File: config.mk
export PLATFORM = sky130hd
export DESIGN_NAME = ftbc_ctrl
export DESIGN_NICKNAME = d
export VERILOG_FILES = /design/src/ftbc_pkg.sv /design/src/ftbc_ctrl.sv
export SDC_FILE = /design/constraint.sdc
export NUM_CORES = 1
export LEC_CHECK = 0
export BUFFER_PORTS_ARGS = -buffer_cell sky130_fd_sc_hd__buf_4
export CAP_MARGIN = 10
export CORE_AREA = 2 2 39 41
export DETAILED_ROUTE_END_ITERATION = 10
export DIE_AREA = 0 0 41 43
export GPL_ROUTABILITY_DRIVEN = 0
export PLACE_DENSITY = 0.36
export SLEW_MARGIN = 20
export SYNTH_ARGS = -nofsm -noshare
export SYNTH_HDL_FRONTEND = slang
export SYNTH_SLANG_ARGS = --single-unit
File: constraint.sdc
create_clock -name clk -period 1.65 [get_ports clk]
set_input_delay 0.165 -clock clk [delete_from_list [all_inputs] [get_ports clk]]
set_output_delay 0.165 -clock clk [all_outputs]
set_load 0.005 [all_outputs]
File: src/ftbc_pkg.sv
// Shared constants, command/status types and fixed-point helpers for the compositor.
// No dependencies.
`default_nettype none

package ftbc_pkg;

    localparam int FRAC_BITS = 16;
    localparam int VW        = FRAC_BITS + 1;          // value field width
    localparam int IN_FW     = 5 * VW;                 // packed input fields
    localparam int IN_W      = ((IN_FW + 7) / 8) * 8;  // input tdata width
    localparam int OUT_FW    = 4 * VW;
    localparam int OUT_W     = ((OUT_FW + 7) / 8) * 8; // output tdata width
    localparam int USER_W    = 2;
    localparam int USER_HIT  = 0;
    localparam int USER_PREM = 1;

    localparam logic [VW-1:0] ONE_FX = {1'b1, {FRAC_BITS{1'b0}}};

    // Controller to datapath commands
    typedef struct packed {
        logic load;    // capture an input item
        logic scale;   // alpha times alpha scale
        logic colour;  // colour times rgb scale
        logic accum;   // blend into accumulators
        logic emit;    // flush to output register
    } cmd_t;

    // Datapath to controller status
    typedef struct packed {
        logic last;      // held item closes the point
        logic out_free;  // output register can take a result
    } stat_t;

    function automatic logic [VW-1:0] clamp_one(input logic [VW-1:0] v);
        return (v > ONE_FX) ? ONE_FX : v;
    endfunction

    // Operands at most one, so the truncated product fits VW bits
    function automatic logic [VW-1:0] fx_mul(input logic [VW-1:0] a, input logic [VW-1:0] b);
        logic [2*VW-1:0] p;
        p = a * b;
        return p[FRAC_BITS +: VW];
    endfunction

    function automatic logic [VW-1:0] sat_add(input logic [VW-1:0] a, input logic [VW-1:0] b);
        logic [VW:0] s;
        s = {1'b0, a} + {1'b0, b};
        return (s > {1'b0, ONE_FX}) ? ONE_FX : s[VW-1:0];
    endfunction

endpackage

`default_nettype wire

File: src/ftbc_ctrl.sv
// Controller: steps one layer item through capture, scale, colour and blend, and flushes after a last layer.
// Depends on ftbc_pkg; drives ftbc_datapath.
`default_nettype none

module ftbc_ctrl
    import ftbc_pkg::*;
(
    input  wire logic  clk,
    input  wire logic  rst_n,
    input  wire logic  in_valid,
    output logic       in_ready,
    input  wire stat_t stat,
    output cmd_t       cmd
);

    localparam logic [2:0] ST_IDLE   = 3'd0;
    localparam logic [2:0] ST_SCALE  = 3'd1;
    localparam logic [2:0] ST_COLOUR = 3'd2;
    localparam logic [2:0] ST_ACCUM  = 3'd3;
    localparam logic [2:0] ST_EMIT   = 3'd4;

    logic [2:0] state_reg, state_next;

    always_ff @(posedge clk or negedge rst_n)
    begin
        if (!rst_n)
        begin
            state_reg <= ST_IDLE;
        end
        else
        begin
            state_reg <= state_next;
        end
    end

    // Next state and commands
    always_comb
    begin
        state_next = state_reg;
        cmd        = '0;
        in_ready   = 1'b0;
        unique case (state_reg)
            ST_IDLE:
            begin
                in_ready = 1'b1;
                if (in_valid)
                begin
                    cmd.load   = 1'b1;
                    state_next = ST_SCALE;
                end
            end
            ST_SCALE:
            begin
                cmd.scale  = 1'b1;
                state_next = ST_COLOUR;
            end
            ST_COLOUR:
            begin
                cmd.colour = 1'b1;
                state_next = ST_ACCUM;
            end
            ST_ACCUM:
            begin
                cmd.accum  = 1'b1;
                state_next = stat.last ? ST_EMIT : ST_IDLE;
            end
            ST_EMIT:
            begin
                if (stat.out_free)
                begin
                    cmd.emit   = 1'b1;
                    state_next = ST_IDLE;
                end
            end
            default:
            begin
                state_next = ST_IDLE;
            end
        endcase
    end

endmodule

`default_nettype wire

== After elaboration in Yosys (flattened, before gate mapping) ==
Cells that the tools add are included.

* Bits of input ports: 5
* RAM bits: 0
* Word-level logic and storage cells: 21
* Latch bits: 0
* Memories kept: 0
* Bits in read-only memories: 0
* Register bits: 3
* Output and inout bits: 6

* $add $sub $neg: 0
* Shift operators: 0
* Equality and inequality tests: 6
* Reduce and logical (&&, ||, !) cells: 2
* Bitwise gates (word level): 0
* $lt $le $gt $ge: 0
* Muxes and demuxes: 12
* Div/mod/pow operators: 0
* Multipliers: 0

{| class="wikitable"
|+ Operators by type and width
! cell !! count
|-
| case mux 3 bit (5 select lines) || 1
|-
| 2-to-1 mux 3 bit || 3
|-
| 2-to-1 mux 1 bit || 8
|-
| equality test 3 x 2 -> 1 bit, second input constant || 2
|-
| != test 2 bit, second input constant || 2
|-
| equality test 3 x 1 -> 1 bit, second input constant || 1
|-
| equality test 3 bit, second input constant || 1
|-
| logical NOT 3 bit || 1
|-
| AND reduction 2 bit || 1
|}

== Longest topological paths before layout ==
* Word-level depth: 3
* Gate-level depth with buffers: 3
* Mapped depth without buffers: 2

== Worst setup path before layout ==
No wires, ideal clock.

* Kind: reg2out
* From: register state_reg[0]
* To: output port cmd[4] (netlist bit)
* Arrival time: 0.832 ns
* Stages on the path, launching flop included: 4
* Path slack: 0.653 ns
* Path through: dfrtp_1 > buf_2 > nor3_2 > and2_1

{| class="wikitable"
|+ RTL lines
! element !! RTL line !! source
|-
| start: declaration || ftbc_ctrl.sv:22 || <nowiki>logic [2:0] state_reg, state_next;</nowiki>
|-
| start signal: assignment || ftbc_ctrl.sv:32 || <nowiki>state_reg <= state_next;</nowiki>
|-
| end: declaration || ftbc_ctrl.sv:13 || <nowiki>output cmd_t cmd</nowiki>
|}

==> flow_summary.json <==
{
  "fin_setup_tns_ns": 0,
  "power_density_mw_per_mm2": 1790,
  "die_h_um": 43,
  "cts.path.max_buffers": 2,
  "cts_setup_buffers": 0,
  "syn-mean-instance-area_um2": 10.5,
  "fin_util": 0.217,
  "p_seq_frac": 0.342,
  "htree_levels": 1,
  "maxSlewViolCount": 0,
  "hpwl_um": 375,
  "die-area_mm2": 0.00176,
  "antennaDiodeCount": 0,
  "ant_nets": 0,
  "synth_nets": 22,
  "hold_viol_final": 0,
  "cts-buffers-inserted": 3,
  "synth_warnings": 0,
  "dp_slack_ns": 0.561,
  "dp_cells": 41,
  "tightest_slew_ns": 0.287,
  "worstSkewPairLatency_ns": 0.23,
  "fmax_mhz": 743,
  "intPower_uw": 345,
  "worstSetupStartpointType": "flop",
  "first_global_vias": 207,
  "largest_register_ffs": 3,
  "sw_frac_of_total": 0.359,
  "io_pins": 11,
  "wl_um": 509,
  "clock-sinks": 3,
  "rows": 14,
  "grt_max_degree": 9,
  "fin_cells": 46,
  "timing.final.crit_share": 0.816,
  "rsz0062_at_grt": "false",
  "grt_pass1_wl_um": 828,
  "syn_area_um2": 179,
  "crit_arrival_ns": 1.18,
  "p_comb_frac": 0.412,
  "core_area_mm2": 0.00138,
  "drcViolationCount": 0,
  "hold_slack_ns": 0.138,
  "io_buffers": 10,
  "skew_ns": 0.00172,
  "drt-pass1-iter-count": 1,
  "hold_class": "primary input to flop",
  "status": "complete, no violations",
  "cts.reportedPaths.clkPinSlew_ns": 0.04,
  "required_ns": 1.48,
  "ys_ff_latch": 3,
  "switchingPower_uw": 193,
  "grt_overflow": 0,
  "yosysSeqAreaShare": 0.420,
  "p_clk_frac": 0.246,
  "die_w_um": 41,
  "cts_root_buffer": "clkbuf_4",
  "drv_cap": 0,
  "grt_usage": 0.0734,
  "vias": 177,
  "critPathMaxFanout": 8,
  "setup_viol": 0,
  "layout-area-overhead-vs-synth_pct": 67.8,
  "routedWlPerCell_um": 11.1,
  "worst_slack_ns": 0.304,
  "end_kind": "primary output",
  "peakVddDrop_mv": 0.528,
  "relSlewSlack": 0.809,
  "start_util": 0.129,
  "fin_nets": 36,
  "post-route-min-period_ns": 1.35,
  "antenna_found_initial": 0,
  "cts_tree": "done",
  "path_class": "flop to primary output",
  "drive_gt1_frac": 0.500,
  "syn-instance-count": 17,
  "leakage_nw": 0.144,
  "drt_iter0_markers": 0,
  "viasPerCell": 3.85,
  "synth_cell_types": 12
}
==> layout by cell type (no fill, tap or decap), drive strengths merged <==
master,instances
clkbuf,4
nor4b,1
buf,10
nor4bb,1
xnor2,1
nor2,2
dlygate4sd3,1
and2,1
nor3b,2
and3b,1
nor3,2
dfrtp,3
a21o,1
==> what timing repair did <==
| action | in CTS | in global routing |
|---|---|---|
| resized for setup | 0 | 0 |
| hold endpoints to repair | 3 | 0 |
| hold buffers | 1 | 0 |
==> cells by family (layout without fill, tap and decap cells) <==
kind of cell    Yosys count  after routing  synth area share
compound gates            1              1            0.0420
xor+xnor                  1              1            0.0490
flops                     3              3             0.420
buf+inv                   2             15            0.0559
simple gates             10             10             0.434
==> power groups by stage <==
stage	clock network [mW]	registers (mW)	logic, mW
floorplan	0	0.122	0.176
global placement	0	0.186	0.226
detailed placement	0	0.185	0.228
CTS	0.142	0.187	0.229
global route	0.142	0.195	0.252
finish	0.133	0.184	0.222
==> cells in the mapped netlist <==
cell type	count	area, um^2
a21o_1	1	7.51
and2_1	1	6.26
and3b_1	1	8.76
buf_2	2	10.0
dfrtp_1	3	75.1
nor2_1	2	7.51
nor3_1	1	5.00
nor3_2	1	10.0
nor3b_1	2	15.0
nor4b_2	1	15.0
nor4bb_1	1	10.0
xnor2_1	1	8.76
==> layout make-up <==
class | count | area [um^2]
Tap cell | 16 | 20.0
Multi-Input combinational cell | 12 | 93.8
Clock buffer | 4 | 26.3
Timing Repair Buffer | 11 | 85.1
Sequential cell | 3 | 75.1
Fill cell | 152 | 1080
==> final timing paths <==
path | cells past startpoint | slack [ns] | from | end
hold / removal | 2 | 0.14 | stat[1] | state_reg[2]$_DFFE_PN0P_
setup / recovery | 2 | 0.30 | state_reg[0]$_DFFE_PN0P_ | cmd[0]
min in group asynchronous | 2 | 0.26 | rst_n | state_reg[1]$_DFFE_PN0P_
max in group asynchronous | 2 | 1.29 | rst_n | state_reg[0]$_DFFE_PN0P_
hold reg to reg | 1 | 0.59 | state_reg[2]$_DFFE_PN0P_ | state_reg[1]$_DFFE_PN0P_
setup reg to reg | 2 | 0.65 | state_reg[1]$_DFFE_PN0P_ | state_reg[2]$_DFFE_PN0P_
==> through the flow <==
step	cell area (um^2)	power (mW)
final	300	0.539
after detailed placement	264	0.413
after global placement	264	0.412
after floorplan	179	0.298
after CTS	300	0.558
after global routing	300	0.590
==> per-layer routing <==
layer	part of all wire	GRT usage
met3	0.081	0.0157
met4	0	0.0600
met5	0	0
met2	0.51	0.116
met1	0.41	0.0774
==> critical path, stage by stage (launching register included) <==
cell and delay [ns]:
dfrtp_1 0.46, nor4bb_1 0.32, buf_4 0.16
(Power assumes the default switching activity.)
